$ cat src/rtl/nsc_pkg.sv
// shared types and constants of the nmea sentence checker
package nsc_pkg;

  // line status codes
  localparam logic [1:0] ST_OK       = 2'd0;
  localparam logic [1:0] ST_MISMATCH = 2'd1;
  localparam logic [1:0] ST_FORMAT   = 2'd2;

  // sentence kind codes
  localparam logic [2:0] KIND_OTHER = 3'd0;
  localparam logic [2:0] KIND_GGA   = 3'd1;
  localparam logic [2:0] KIND_GST   = 3'd2;
  localparam logic [2:0] KIND_HPR   = 3'd3;
  localparam logic [2:0] KIND_ZDA   = 3'd4;
  localparam logic [2:0] KIND_VTG   = 3'd5;
  localparam logic [2:0] KIND_ROT   = 3'd6;

  // characters
  localparam logic [7:0] CH_LF     = 8'h0A;
  localparam logic [7:0] CH_DOLLAR = "$";
  localparam logic [7:0] CH_STAR   = "*";
  localparam logic [7:0] CH_COMMA  = ",";
  localparam logic [7:0] CH_R      = "R";

  localparam logic [23:0] NAME_GGA = "GGA";
  localparam logic [23:0] NAME_GST = "GST";
  localparam logic [23:0] NAME_ZDA = "ZDA";
  localparam logic [23:0] NAME_VTG = "VTG";
  localparam logic [23:0] NAME_ROT = "ROT";
  localparam logic [23:0] NAME_AT  = {16'h4154, 8'h00};
  localparam logic [15:0] TALK_PS  = "PS";
  localparam logic [15:0] WIN_HP   = "HP";

  typedef struct packed {
    logic [1:0]  line_status;
    logic [2:0]  sentence_kind;
    logic [15:0] talker_id;
    logic [7:0]  computed_sum;
    logic [7:0]  received_sum;
  } res_t;

endpackage

$ cat src/rtl/nsc_in_if.sv
// byte input channel
interface nsc_in_if;
  logic       valid;
  logic       ready;
  logic [7:0] rx_byte;

  modport source (output valid, output rx_byte, input ready);
  modport sink (input valid, input rx_byte, output ready);
endinterface

$ cat src/rtl/nsc_out_if.sv
// line result channel
interface nsc_out_if;
  logic        valid;
  logic        ready;
  logic [1:0]  line_status;
  logic [2:0]  sentence_kind;
  logic [15:0] talker_id;
  logic [7:0]  computed_sum;
  logic [7:0]  received_sum;

  modport source (output valid, output line_status, output sentence_kind,
                  output talker_id, output computed_sum, output received_sum,
                  input ready);
  modport sink (input valid, input line_status, input sentence_kind,
                input talker_id, input computed_sum, input received_sum,
                output ready);
endinterface

$ cat src/rtl/nsc_parser.sv
// per-byte sentence parser with checksum and classification
module nsc_parser (
  input  logic              clk,
  input  logic              rst_n,
  input  logic              take,
  input  logic [7:0]        rx_byte,
  output logic              res_push,
  output nsc_pkg::res_t     res
);

  typedef enum logic [9:0] {
    PH_DOLLAR = 10'b0000000001,
    PH_TALK1  = 10'b0000000010,
    PH_TALK2  = 10'b0000000100,
    PH_NAME1  = 10'b0000001000,
    PH_NAME   = 10'b0000010000,
    PH_BODY   = 10'b0000100000,
    PH_HEX1   = 10'b0001000000,
    PH_HEX    = 10'b0010000000,
    PH_DONE   = 10'b0100000000,
    PH_FAIL   = 10'b1000000000
  } phase_t;

  phase_t      phase_r, phase_nxt;
  logic [15:0] talk_r, talk_nxt;
  logic [23:0] name_r, name_nxt;
  logic [2:0]  nlen_r, nlen_nxt;
  logic [7:0]  xor_r, xor_nxt;
  logic [7:0]  hex_r, hex_nxt;
  logic        ovf_r, ovf_nxt;
  logic [15:0] win_r, win_nxt;
  logic        tag_r, tag_nxt;

  logic       is_alnum;
  logic       hex_ok;
  logic [3:0] hex_dig;
  logic [2:0] kind;

  always_comb begin
    is_alnum = (rx_byte >= "0" && rx_byte <= "9") || (rx_byte >= "A" && rx_byte <= "Z") ||
               (rx_byte >= "a" && rx_byte <= "z");
    hex_ok  = 1'b1;
    hex_dig = 4'd0;
    if (rx_byte >= "0" && rx_byte <= "9") begin
      hex_dig = rx_byte[3:0];
    end else if ((rx_byte >= "a" && rx_byte <= "f") || (rx_byte >= "A" && rx_byte <= "F")) begin
      // letters a-f and A-F share the low nibble 1..6
      hex_dig = rx_byte[3:0] + 4'd9;
    end else begin
      hex_ok = 1'b0;
    end
  end

  always_comb begin
    kind = nsc_pkg::KIND_OTHER;
    if (nlen_r == 3'd3 && name_r == nsc_pkg::NAME_GGA) begin
      kind = nsc_pkg::KIND_GGA;
    end else if (nlen_r == 3'd3 && name_r == nsc_pkg::NAME_GST) begin
      kind = nsc_pkg::KIND_GST;
    end else if (nlen_r == 3'd2 && talk_r == nsc_pkg::TALK_PS &&
                 name_r == nsc_pkg::NAME_AT) begin
      kind = tag_r ? nsc_pkg::KIND_HPR : nsc_pkg::KIND_OTHER;
    end else if (nlen_r == 3'd3 && name_r == nsc_pkg::NAME_ZDA) begin
      kind = nsc_pkg::KIND_ZDA;
    end else if (nlen_r == 3'd3 && name_r == nsc_pkg::NAME_VTG) begin
      kind = nsc_pkg::KIND_VTG;
    end else if (nlen_r == 3'd3 && name_r == nsc_pkg::NAME_ROT) begin
      kind = nsc_pkg::KIND_ROT;
    end
  end

  always_comb begin
    phase_nxt = phase_r;
    talk_nxt  = talk_r;
    name_nxt  = name_r;
    nlen_nxt  = nlen_r;
    xor_nxt   = xor_r;
    hex_nxt   = hex_r;
    ovf_nxt   = ovf_r;
    win_nxt   = win_r;
    tag_nxt   = tag_r;
    res       = '0;
    res.line_status = nsc_pkg::ST_FORMAT;
    res_push  = 1'b0;

    if (rx_byte == nsc_pkg::CH_LF) begin
      res_push = take;
      if (phase_r == PH_HEX || phase_r == PH_DONE) begin
        res.line_status   = (ovf_r || hex_r != xor_r) ? nsc_pkg::ST_MISMATCH
                                                      : nsc_pkg::ST_OK;
        res.sentence_kind = kind;
        res.talker_id     = talk_r;
        res.computed_sum  = xor_r;
        res.received_sum  = hex_r;
      end
      // every line starts from the reset state
      phase_nxt = PH_DOLLAR;
      talk_nxt  = '0;
      name_nxt  = '0;
      nlen_nxt  = '0;
      xor_nxt   = '0;
      hex_nxt   = '0;
      ovf_nxt   = 1'b0;
      win_nxt   = '0;
      tag_nxt   = 1'b0;
    end else begin
      case (phase_r)
        PH_DOLLAR: begin
          phase_nxt = (rx_byte == nsc_pkg::CH_DOLLAR) ? PH_TALK1 : PH_FAIL;
        end
        PH_TALK1: begin
          xor_nxt   = xor_r ^ rx_byte;
          talk_nxt  = {rx_byte, 8'h00};
          phase_nxt = PH_TALK2;
        end
        PH_TALK2: begin
          xor_nxt   = xor_r ^ rx_byte;
          talk_nxt  = {talk_r[15:8], rx_byte};
          phase_nxt = PH_NAME1;
        end
        PH_NAME1, PH_NAME: begin
          if (is_alnum) begin
            xor_nxt = xor_r ^ rx_byte;
            case (nlen_r)
              3'd0:    name_nxt = {rx_byte, name_r[15:0]};
              3'd1:    name_nxt = {name_r[23:16], rx_byte, name_r[7:0]};
              3'd2:    name_nxt = {name_r[23:8], rx_byte};
              default: name_nxt = name_r;
            endcase
            if (nlen_r < 3'd4) begin
              nlen_nxt = nlen_r + 3'd1;
            end
            phase_nxt = PH_NAME;
          end else if (rx_byte == nsc_pkg::CH_COMMA && phase_r == PH_NAME) begin
            xor_nxt   = xor_r ^ rx_byte;
            phase_nxt = PH_BODY;
          end else begin
            phase_nxt = PH_FAIL;
          end
        end
        PH_BODY: begin
          if (rx_byte == nsc_pkg::CH_STAR) begin
            phase_nxt = PH_HEX1;
          end else begin
            xor_nxt = xor_r ^ rx_byte;
            if (rx_byte == nsc_pkg::CH_R && win_r == nsc_pkg::WIN_HP) begin
              tag_nxt = 1'b1;
            end
            win_nxt = {win_r[7:0], rx_byte};
          end
        end
        PH_HEX1, PH_HEX: begin
          if (hex_ok) begin
            if (hex_r[7:4] != 4'd0) begin
              ovf_nxt = 1'b1;
            end
            hex_nxt   = {hex_r[3:0], hex_dig};
            phase_nxt = PH_HEX;
          end else begin
            phase_nxt = (phase_r == PH_HEX1) ? PH_FAIL : PH_DONE;
          end
        end
        default: begin
          phase_nxt = phase_r;
        end
      endcase
    end
  end

  always_ff @(posedge clk) begin
    if (!rst_n) begin
      phase_r <= PH_DOLLAR;
      talk_r  <= '0;
      name_r  <= '0;
      nlen_r  <= '0;
      xor_r   <= '0;
      hex_r   <= '0;
      ovf_r   <= 1'b0;
      win_r   <= '0;
      tag_r   <= 1'b0;
    end else if (take) begin
      phase_r <= phase_nxt;
      talk_r  <= talk_nxt;
      name_r  <= name_nxt;
      nlen_r  <= nlen_nxt;
      xor_r   <= xor_nxt;
      hex_r   <= hex_nxt;
      ovf_r   <= ovf_nxt;
      win_r   <= win_nxt;
      tag_r   <= tag_nxt;
    end
  end

`ifndef NO_ASSERTIONS
  a_len_sat: assert property (@(posedge clk) disable iff (!rst_n)
    nlen_r <= 3'd4)
    else $error("name length past saturation");

  a_name_phase: assert property (@(posedge clk) disable iff (!rst_n)
    (phase_r == PH_NAME) |-> (nlen_r != 3'd0))
    else $error("name phase with no name characters");

  a_line_reset: assert property (@(posedge clk) disable iff (!rst_n)
    (take && rx_byte == nsc_pkg::CH_LF) |=> (phase_r == PH_DOLLAR && xor_r == 8'd0))
    else $error("parser state not cleared after line feed");
`endif

endmodule

$ cat src/rtl/nsc_out_reg.sv
// result register between the parser and the output channel
module nsc_out_reg (
  input  logic          clk,
  input  logic          rst_n,
  input  logic          push,
  input  nsc_pkg::res_t din,
  output logic          can_take,
  nsc_out_if.source     out_ch
);

  logic          valid_r;
  nsc_pkg::res_t data_r;

  // a held result frees the register in the cycle it is taken
  assign can_take = !valid_r || out_ch.ready;

  always_ff @(posedge clk) begin
    if (!rst_n) begin
      valid_r <= 1'b0;
    end else if (push) begin
      valid_r <= 1'b1;
    end else if (out_ch.ready) begin
      valid_r <= 1'b0;
    end
  end

  always_ff @(posedge clk) begin
    if (push) begin
      data_r <= din;
    end
  end

  assign out_ch.valid         = valid_r;
  assign out_ch.line_status   = data_r.line_status;
  assign out_ch.sentence_kind = data_r.sentence_kind;
  assign out_ch.talker_id     = data_r.talker_id;
  assign out_ch.computed_sum  = data_r.computed_sum;
  assign out_ch.received_sum  = data_r.received_sum;

endmodule

$ cat src/rtl/nmea_sentence_check_classify.sv
// top level of the nmea sentence checker and classifier
//
// in_ch carries one received serial byte per transaction. A line feed byte
// ends the line, and each line gives exactly one transaction on out_ch with
// the line status, sentence kind, talker characters and both checksums.
// Other bytes give no result.
// Latency: the result of a line appears on out_ch in the cycle after its
// line feed is accepted. Throughput: one byte per cycle while in_ch.ready is
// high; the parser state is updated by one short step per byte and the
// result register is the only storage between the two channels.
// Reset (rst_n low, synchronous) returns the parser to waiting for a dollar
// sign and empties the result register.
// When the receiver stalls with a result held, in_ch.ready drops until that
// result is taken; in the cycle it is taken a new byte is accepted, so the
// input is held for as long as the stall lasts.
module nmea_sentence_check_classify (
  input  logic       clk,
  input  logic       rst_n,
  nsc_in_if.sink     in_ch,
  nsc_out_if.source  out_ch
);

  logic          take;
  logic          res_push;
  logic          can_take;
  nsc_pkg::res_t res;

  assign in_ch.ready = can_take;
  assign take        = in_ch.valid && can_take;

  nsc_parser u_parser (
    .clk      (clk),
    .rst_n    (rst_n),
    .take     (take),
    .rx_byte  (in_ch.rx_byte),
    .res_push (res_push),
    .res      (res)
  );

  nsc_out_reg u_out_reg (
    .clk      (clk),
    .rst_n    (rst_n),
    .push     (res_push),
    .din      (res),
    .can_take (can_take),
    .out_ch   (out_ch)
  );

`ifndef NO_ASSERTIONS
  a_lf_result: assert property (@(posedge clk) disable iff (!rst_n)
    (take && in_ch.rx_byte == nsc_pkg::CH_LF) |=> out_ch.valid)
    else $error("line feed gave no result");

  a_format_zero: assert property (@(posedge clk) disable iff (!rst_n)
    (out_ch.valid && out_ch.line_status == nsc_pkg::ST_FORMAT) |->
      (out_ch.sentence_kind == nsc_pkg::KIND_OTHER && out_ch.talker_id == 16'd0 &&
       out_ch.computed_sum == 8'd0 && out_ch.received_sum == 8'd0))
    else $error("unrecognized line carries parsed fields");

  a_ok_sums: assert property (@(posedge clk) disable iff (!rst_n)
    (out_ch.valid && out_ch.line_status == nsc_pkg::ST_OK) |->
      (out_ch.computed_sum == out_ch.received_sum))
    else $error("accepted line with differing checksums");
`endif

endmodule

$ cat src/flat_wrapper.sv
// flat-port wrapper written by rule: the top's interface ports become plain ports
module nmea_sentence_check_classify_flat 
  (clk, rst_n, in_ch_valid, in_ch_rx_byte, in_ch_ready, out_ch_valid, out_ch_line_status, out_ch_sentence_kind, out_ch_talker_id, out_ch_computed_sum, out_ch_received_sum, out_ch_ready);
  nsc_in_if in_ch_i ();
  nsc_out_if out_ch_i ();
  input  logic clk;
  input  logic rst_n;
  input wire logic [$bits(in_ch_i.valid)-1:0] in_ch_valid;
  input wire logic [$bits(in_ch_i.rx_byte)-1:0] in_ch_rx_byte;
  output wire logic [$bits(in_ch_i.ready)-1:0] in_ch_ready;
  output wire logic [$bits(out_ch_i.valid)-1:0] out_ch_valid;
  output wire logic [$bits(out_ch_i.line_status)-1:0] out_ch_line_status;
  output wire logic [$bits(out_ch_i.sentence_kind)-1:0] out_ch_sentence_kind;
  output wire logic [$bits(out_ch_i.talker_id)-1:0] out_ch_talker_id;
  output wire logic [$bits(out_ch_i.computed_sum)-1:0] out_ch_computed_sum;
  output wire logic [$bits(out_ch_i.received_sum)-1:0] out_ch_received_sum;
  input wire logic [$bits(out_ch_i.ready)-1:0] out_ch_ready;
  assign in_ch_i.valid = in_ch_valid;
  assign in_ch_i.rx_byte = in_ch_rx_byte;
  assign in_ch_ready = in_ch_i.ready;
  assign out_ch_valid = out_ch_i.valid;
  assign out_ch_line_status = out_ch_i.line_status;
  assign out_ch_sentence_kind = out_ch_i.sentence_kind;
  assign out_ch_talker_id = out_ch_i.talker_id;
  assign out_ch_computed_sum = out_ch_i.computed_sum;
  assign out_ch_received_sum = out_ch_i.received_sum;
  assign out_ch_i.ready = out_ch_ready;
  nmea_sentence_check_classify u_core (.clk(clk), .rst_n(rst_n), .in_ch(in_ch_i), .out_ch(out_ch_i));
endmodule
$ cat config.mk
export PLATFORM = sky130hd
export DESIGN_NAME = nmea_sentence_check_classify_flat
export DESIGN_NICKNAME = d
export VERILOG_FILES = /design/src/rtl/nsc_pkg.sv /design/src/rtl/nsc_in_if.sv /design/src/rtl/nsc_out_if.sv /design/src/rtl/nsc_parser.sv /design/src/rtl/nsc_out_reg.sv /design/src/rtl/nmea_sentence_check_classify.sv /design/src/flat_wrapper.sv
export SDC_FILE = /design/constraint.sdc
export NUM_CORES = 1
export LEC_CHECK = 0
export ABC_AREA = 1
export BUFFER_PORTS_ARGS = -buffer_cell sky130_fd_sc_hd__buf_2
export CAP_MARGIN = 30
export CORE_MARGIN = 2
export CORE_UTILIZATION = 45
export CTS_CLUSTER_SIZE = 20
export DETAILED_ROUTE_END_ITERATION = 16
export PLACE_DENSITY = 0.69
export RECOVER_POWER = 100
export SETUP_SLACK_MARGIN = 0.2
export SLEW_MARGIN = 5
export SYNTH_ARGS = -nofsm -noshare
export SYNTH_HDL_FRONTEND = slang
export SYNTH_SLANG_ARGS = --single-unit
$ cat constraint.sdc
create_clock -name clk -period 3.65 [get_ports clk]
set_input_delay 0.365 -clock clk [delete_from_list [all_inputs] [get_ports clk]]
set_output_delay 0.365 -clock clk [all_outputs]
set_load 0.005 [all_outputs]
Word level (Yosys, flattened, before mapping)
Index checks and enable logic that the tools add are counted.
{"block": "totals", "mem_bits_ro": 0, "reg_bits": 125, "inputBits": 12, "elab_cells": 178, "latch_bits": 0, "mem_count": 0, "mem_bits_rw": 0}
{"block": "op_classes", "order_cmp": 9, "div": 0, "n_reduce_logical": 58, "n_addsub": 2, "n_eq_ne": 34, "mux": 52, "n_bitwise": 3, "n_shift": 0, "n_mul": 0}
{"op": "$eq 24x23->1 const B", "count": 6}
{"op": "$mux 24", "count": 3}
{"op": "$pmux 24 s3", "count": 1}
{"op": "$mux 10", "count": 7}
{"op": "$mux 16", "count": 4}
{"op": "$pmux 10 s6", "count": 1}
{"op": "$mux 8", "count": 7}
{"op": "$eq 16x15->1 const B", "count": 2}
{"op": "$le 8x7->1 const B", "count": 4}
{"op": "$pmux 16 s2", "count": 1}
{"op": "$reduce_bool 2->1", "count": 13}
{"op": "$eq 8x6->1 const B", "count": 3}
{"op": "$mux 3", "count": 8}
{"op": "$pmux 8 s3", "count": 1}
{"op": "$reduce_and 6->1", "count": 3}
{"op": "$ge 8x7->1 const B", "count": 2}
{"op": "$reduce_and 4->1", "count": 4}
{"op": "$logic_and 1x1->1", "count": 15}
{"op": "$mux 1", "count": 15}
{"op": "$reduce_and 3->1", "count": 4}
{"op": "$eq 10x1->1 const B", "count": 1}
{"op": "$eq 10x2->1 const B", "count": 1}
{"op": "$eq 10x3->1 const B", "count": 1}
{"op": "$eq 10x4->1 const B", "count": 1}
{"op": "33 further kinds", "count": 50}

Depth between registers and ports, before layout
{"block": "logic_depth", "depth_word": 8, "mapped_depth": 16}

Modules after synthesis
Synthesis repeated with hierarchy kept, for this count alone.
{"block": "hier_totals", "cells_unflattened": 927, "hier_area_um2": 6642.6}
{"mod": "nsc_parser", "cells_each": 882, "area_each_um2": 5477.8, "n_inst": 1}
{"mod": "nsc_out_reg", "cells_each": 43, "area_each_um2": 1157.4, "n_inst": 1}
{"mod": "nmea_sentence_check_classify", "cells_each": 2, "area_each_um2": 7.5, "n_inst": 1}

Least setup slack after synthesis
Ideal clock, no wire load.
{"block": "synth_path", "path_kind": "input to register", "startpoint": "in in_ch_rx_byte[0]", "endpoint": "reg u_core.u_parser.ovf_r", "cell_stages": 10, "setup_slack_ns": 0.100, "required_time_ns": 3.580, "arrival_ns": 3.481, "path_buffers": 0, "cell_sequence": "inv_1 ha_1 nand3_4 nor3_4 inv_2 nor2_1 inv_1 nand2_1 o21ai_0 a21oi_1"}
{"block": "synth_via", "elab_chain_cells": 7}
{"element": "start, declared", "line": "flat_wrapper.sv:9", "rtl": "input wire logic [$bits(in_ch_i.rx_byte)-1:0] in_ch_rx_byte;"}
{"element": "$ge 8x7->1 / $le 8x7->1 (equally long branches)", "line": "nsc_parser.sv:46", "rtl": "end else if ((rx_byte >= \"a\" && rx_byte <= \"f\") || (rx_byte >= \"A\" && rx_byte <= \"F\")) begin"}
{"element": "$logic_and 1x1->1", "line": "nsc_parser.sv:46"}
{"element": "$logic_or 1x1->1", "line": "nsc_parser.sv:46"}
{"element": "$mux 1", "line": "nsc_parser.sv:46"}
{"element": "$mux 1", "line": "nsc_parser.sv:44", "rtl": "if (rx_byte >= \"0\" && rx_byte <= \"9\") begin"}
{"element": "$reduce_bool 2->1 (no source line)"}
{"element": "$reduce_and 4->1 (no source line)"}
{"element": "end signal, assigned", "line": "nsc_parser.sv:188", "rtl": "ovf_r <= ovf_nxt;"}
{"element": "end, declared", "line": "nsc_parser.sv:30", "rtl": "logic ovf_r, ovf_nxt;"}
Several ways; a longest one is shown, not always the timed one.
A chain may end at the register's enable or synchronous reset.

Worst setup path after layout
{"block": "layout_path", "startpoint": "in in_ch_rx_byte[0]", "endpoint": "reg u_core.u_parser.name_r[19]"}
{"block": "layout_via", "elab_chain_cells": 6}
{"element": "$ge 8x6->1 (tied with other cells)", "line": "nsc_parser.sv:40", "rtl": "is_alnum = (rx_byte >= \"0\" && rx_byte <= \"9\") || (rx_byte >= \"A\" && rx_byte <= \"Z\") ||"}
{"element": "$logic_and 1x1->1", "line": "nsc_parser.sv:40"}
{"element": "$logic_or 1x1->1 (2 in a row)", "line": "nsc_parser.sv:40"}
{"element": "$reduce_bool 2->1 (no source line)"}
{"element": "$reduce_and 6->1 (no source line)"}
{"element": "end signal, assigned", "line": "nsc_parser.sv:184", "rtl": "name_r <= name_nxt;"}
{"element": "end, declared", "line": "nsc_parser.sv:26", "rtl": "logic [23:0] name_r, name_nxt;"}
Several ways; a longest one is shown, not always the timed one.

==> summary.txt <==
Place
  – DP Area: 6750 um2
  – GPL Wtd Cong: 0.940
  – Detailed placement HPWL: ~11 mm
  – Pre-CTS setup slack: 0.692 ns
  – Input/output buffers: 50

Floorplan
  – # IOs: 51
  – Core Region: about 14000 um2
  – Row count: 43
  – Die Height: 123 um
  – Die width: 123 um
  – Die area: roughly 15000 um2
  – Starting Density: 0.461

Power
  – Worst vdd ir: ~0.00032 V
  – Pwr/cell area: ~520 nW/um2
  – Final Total Pwr: around 3.8 mW
  – Leak: 2.92 nW

Clocking
  – Root Driver: clkbuf_16
  – Htree depth: 4
  – Post-CTS sizing: 0
  – Later-pin clock latency in the skew report: approximately 0.42 ns
  – Setup Buffers After CTS: 0
  – CTS Hold Buffers Added: 0
  – TritonCTS buffer count: 17
  – CTS tree: built
  – Clock transition at path regs: 0.06 ns
  – Max Buffers Root-to-Sink: 2
  – Clk sink count: around 130

Synth
  – Combinational family with the most area after synthesis: simple AND/OR/NAND/NOR gates
  – YS warnings: 0
  – Synthesized instance count: between 800 and 900
  – Xor/xnor share of the synthesized area: 0.00411
  – Syn Area/Cell: 7.42 um2
  – Most used DFF post-synth: dfxtp_1
  – Post-Synth Adder-Cell Area: 0.0176
  – Synth Area in Compound Gates: 0.114
  – Post-synth net total: 883
  – Seq cells post-synth: between 100 and 150
  – Seq/Total Area, Yosys: 0.449
  – Simple-gate share of the synthesized area: 0.317
  – Synth Cell Area: between 6000 and 7000 um2
  – Post-synth EDFFs: 37
  – Multiplexer area fraction after synthesis: 0
  – Async S/R FF share, synth: 0
  – Yosys cell types: 44

Hold path
  – Min-delay src: out_ch_ready
  – Hold depth: 4
  – Min-Delay Path Class: primary input to flip-flop
  – Endpoint, Worst Hold: u_core.u_out_reg.out_ch.valid

Layout
  – Ant diodes: 0
  – P&R area growth vs syn: 12.6%
  – Reg area: between 2000 and 3000 um2
  – Layout cells sized above 1: 0.101
  – # fillers: ~1300
  – Layout net count: roughly 930
  – Design Area, Final: between 7000 and 8000 um2
  – Final design utilization: 0.519
  – Area of the multi-input gates: between 2000 and 3000 um2

Global routing
  – First-pass GRT wire length: between 20 and 30 mm
  – Gr ovfl total: 0
  – Tot GR Track Use: 0.220
  – Largest net degree at the start of global routing: a little over 40
  – Initial antenna violation count: 0
  – Vias in the first global route: between 5000 and 6000

Worst setup path
  – Worst r2r dst: u_core.u_out_reg.out_ch.computed_sum[6]
  – Reg2Reg Launch Point: u_core.u_parser.phase_r[7]
  – Worst Setup End Kind: flip-flop
  – Cell Chain, Critical Path: clkbuf_1, inv_1, ha_1, nand3_1, nor3_4, nor2_1, nand2_1, nand3_1, nand2_1, nand2_1, nor2_1
  – Worst path arrival time: about 3.2 ns
  – CP peak stage delay: between 0.5 and 0.6 ns
  – Startpoint class of the critical path: primary input
  – R2R cell count: 6
  – Worst Path Max Fanout: 15
  – Worst EP required: 4.01 ns
  – Top cell by count, worst path: nand2_1
  – Crit Path Category: primary input to flip-flop
  – Worst path slowest cell: nor3_4
  – Reg-to-reg setup timing slack: roughly 1.1 ns

Timing
  – Setup TNS: 0 ns
  – Setup violators final: 0
  – Slew margin rel.: 0.372
  – Hold Vio Cnt, Final: 0
  – FMAX: around 360 MHz
  – Max-slew violations: 0
  – Crit path time final: 2.82 ns
  – Post-route setup slack: roughly 0.83 ns
  – RSZ-0062 raised after global routing: false
  – Setup Skew: ~0.0076 ns
  – Period utilisation layout: 0.771
  – Worst-margin pin slew: roughly 0.94 ns

Drt
  – Vias per cell: 5.21
  – Antenna-violating nets left: 0
  – Remaining DRCs: 0
  – Via count: 5748
  – Pre-antenna DRT Iters: 7
  – Initial drt markers: ~670
  – Total wire length: around 16 mm
  – Wire length per cell: roughly 15 um

Run status
  – Status: complete, no violations

Run
  – Max-cap violation count: 0
==> sequential cells by signal (all words and copies together), names as in the netlist <==
signal                                 cells
u_core.u_parser.ovf_r                      1
u_core.u_parser.name_r                    24
u_core.u_out_reg.out_ch.received_sum       8
u_core.u_out_reg.out_ch.line_status        2
u_core.u_out_reg.out_ch.computed_sum       8
u_core.u_parser.nlen_r                     3
u_core.u_parser.tag_r                      1
u_core.u_out_reg.out_ch.sentence_kind      3
u_core.u_parser.xor_r                      8
u_core.u_out_reg.out_ch.valid              1
u_core.u_parser.phase_r                   10
u_core.u_parser.hex_r                      8
u_core.u_parser.win_r                     16
u_core.u_parser.talk_r                    16
u_core.u_out_reg.out_ch.talker_id         16
==> metal layers <==
| metal | vias to the layer above | routed length [um] | track usage |
|---|---|---|---|
| met2 | 197 | 7300 | 0.343 |
| met5 | - | 0 | 0 |
| li1 | 2911 | - | - |
| met1 | 2611 | 7620 | 0.301 |
| met4 | 0 | 310 | 0.0803 |
| met3 | 29 | 1030 | 0.0470 |
==> worst max path at each step <==
stage,start,endpoint,slack (ns)
floorplan,in_ch_rx_byte[0],u_core.u_parser.ovf_r,0.79
global placement,in_ch_rx_byte[0],u_core.u_out_reg.out_ch.sentence_kind[0],0.80
detailed placement,in_ch_rx_byte[0],u_core.u_out_reg.out_ch.sentence_kind[0],0.69
CTS,in_ch_rx_byte[0],u_core.u_out_reg.out_ch.computed_sum[6],1.10
global route,in_ch_rx_byte[0],u_core.u_out_reg.out_ch.computed_sum[5],0.52
finish,in_ch_rx_byte[0],u_core.u_parser.name_r[19],0.83
==> power by group <==
group | internal [mW] | switching (mW)
combinational | 0.168 | 0.438
sequential | 1.48 | 0.0494
clock | 0.903 | 0.725
==> cell families (layout without fill, tap and decap cells) <==
group,after synthesis,count (layout)
fa+ha+maj,9,9
compound gates,134,134
flops,125,125
simple gates,443,443
buf+inv,148,209
xor+xnor,3,3
==> cell type report <==
class | instances | area share
sequential | 125 | 0.399
clock buffer | 17 | 0.0590
tap | 180 | 0.0313
timing repair buffer | 53 | 0.0330
multi-input combinational | 589 | 0.393
clock inverter | 15 | 0.0198
inverter | 124 | 0.0655
==> Yosys cell counts (2+ instances only) <==
cell      number  area share
a21oi_1       72       0.056
edfxtp_1      37        0.17
o31ai_1        2      0.0023
a32oi_1        8       0.011
buf_2          2      0.0016
nor4_1         9      0.0088
o21ai_1       11      0.0086
o22ai_1        6      0.0059
nand2_4        2      0.0035
buf_6          7       0.012
inv_1        109       0.064
nor2_2         9      0.0088
o21ai_0       28       0.022
clkinv_2       3      0.0023
nor2_1       161       0.094
clkbuf_1      11      0.0065
nand3_1       41       0.032
nand2_2        6      0.0059
xor2_1         3      0.0041
dfxtp_1       88        0.28
inv_2         11      0.0065
nand3b_1       4      0.0047
nor3_4         2      0.0051
nor3_1        13       0.010
nor2_4         3      0.0053
ha_1           9       0.018
nand3_2        4      0.0063
nand3_4        3      0.0082
nand4_1       22       0.022
buf_4          3      0.0035
a31oi_1        3      0.0029
nand2_1      158       0.093
==> worst max-delay path: cells and delay by family <==
family                   cells  cell delay (ns)
adder cells (fa/ha/maj)      1             0.25
AND/OR/NAND/NOR              8             2.22
buffers and inverters        2             0.32
==> metrics by stage <==
| stage | hold WS (ns) | instances |
|---|---|---|
| final | 0.242 | 1103 |
| after CTS | 0.245 | 1103 |
| after global placement | 0.424 | 1071 |
| after global routing | 0.303 | 1103 |
| after floorplan | 0.414 | 862 |
| after detailed placement | 0.427 | 1071 |
==> placed cells by master (no fill, tap or decap), types with 2 or more instances in the layout <==
master and count:
a21oi_1 73, a31oi_1 3, a32oi_1 8, buf_2 22
buf_4 3, clkbuf_1 28, clkbuf_16 17, clkinv_2 4
clkinvlp_4 2, dfxtp_1 88, edfxtp_1 37, ha_1 9
inv_1 110, inv_2 10, inv_6 6, inv_8 4
nand2_1 160, nand2_2 5, nand3_1 45, nand3_2 2
nand3b_1 4, nand4_1 22, nor2_1 165, nor2_2 6
nor2_4 2, nor3_1 13, nor3_4 2, nor4_1 9
o21ai_0 38, o21ai_1 2, o22ai_1 6, o31ai_1 2
xor2_1 3
Note: power is estimated with default switching activity, not from simulation.
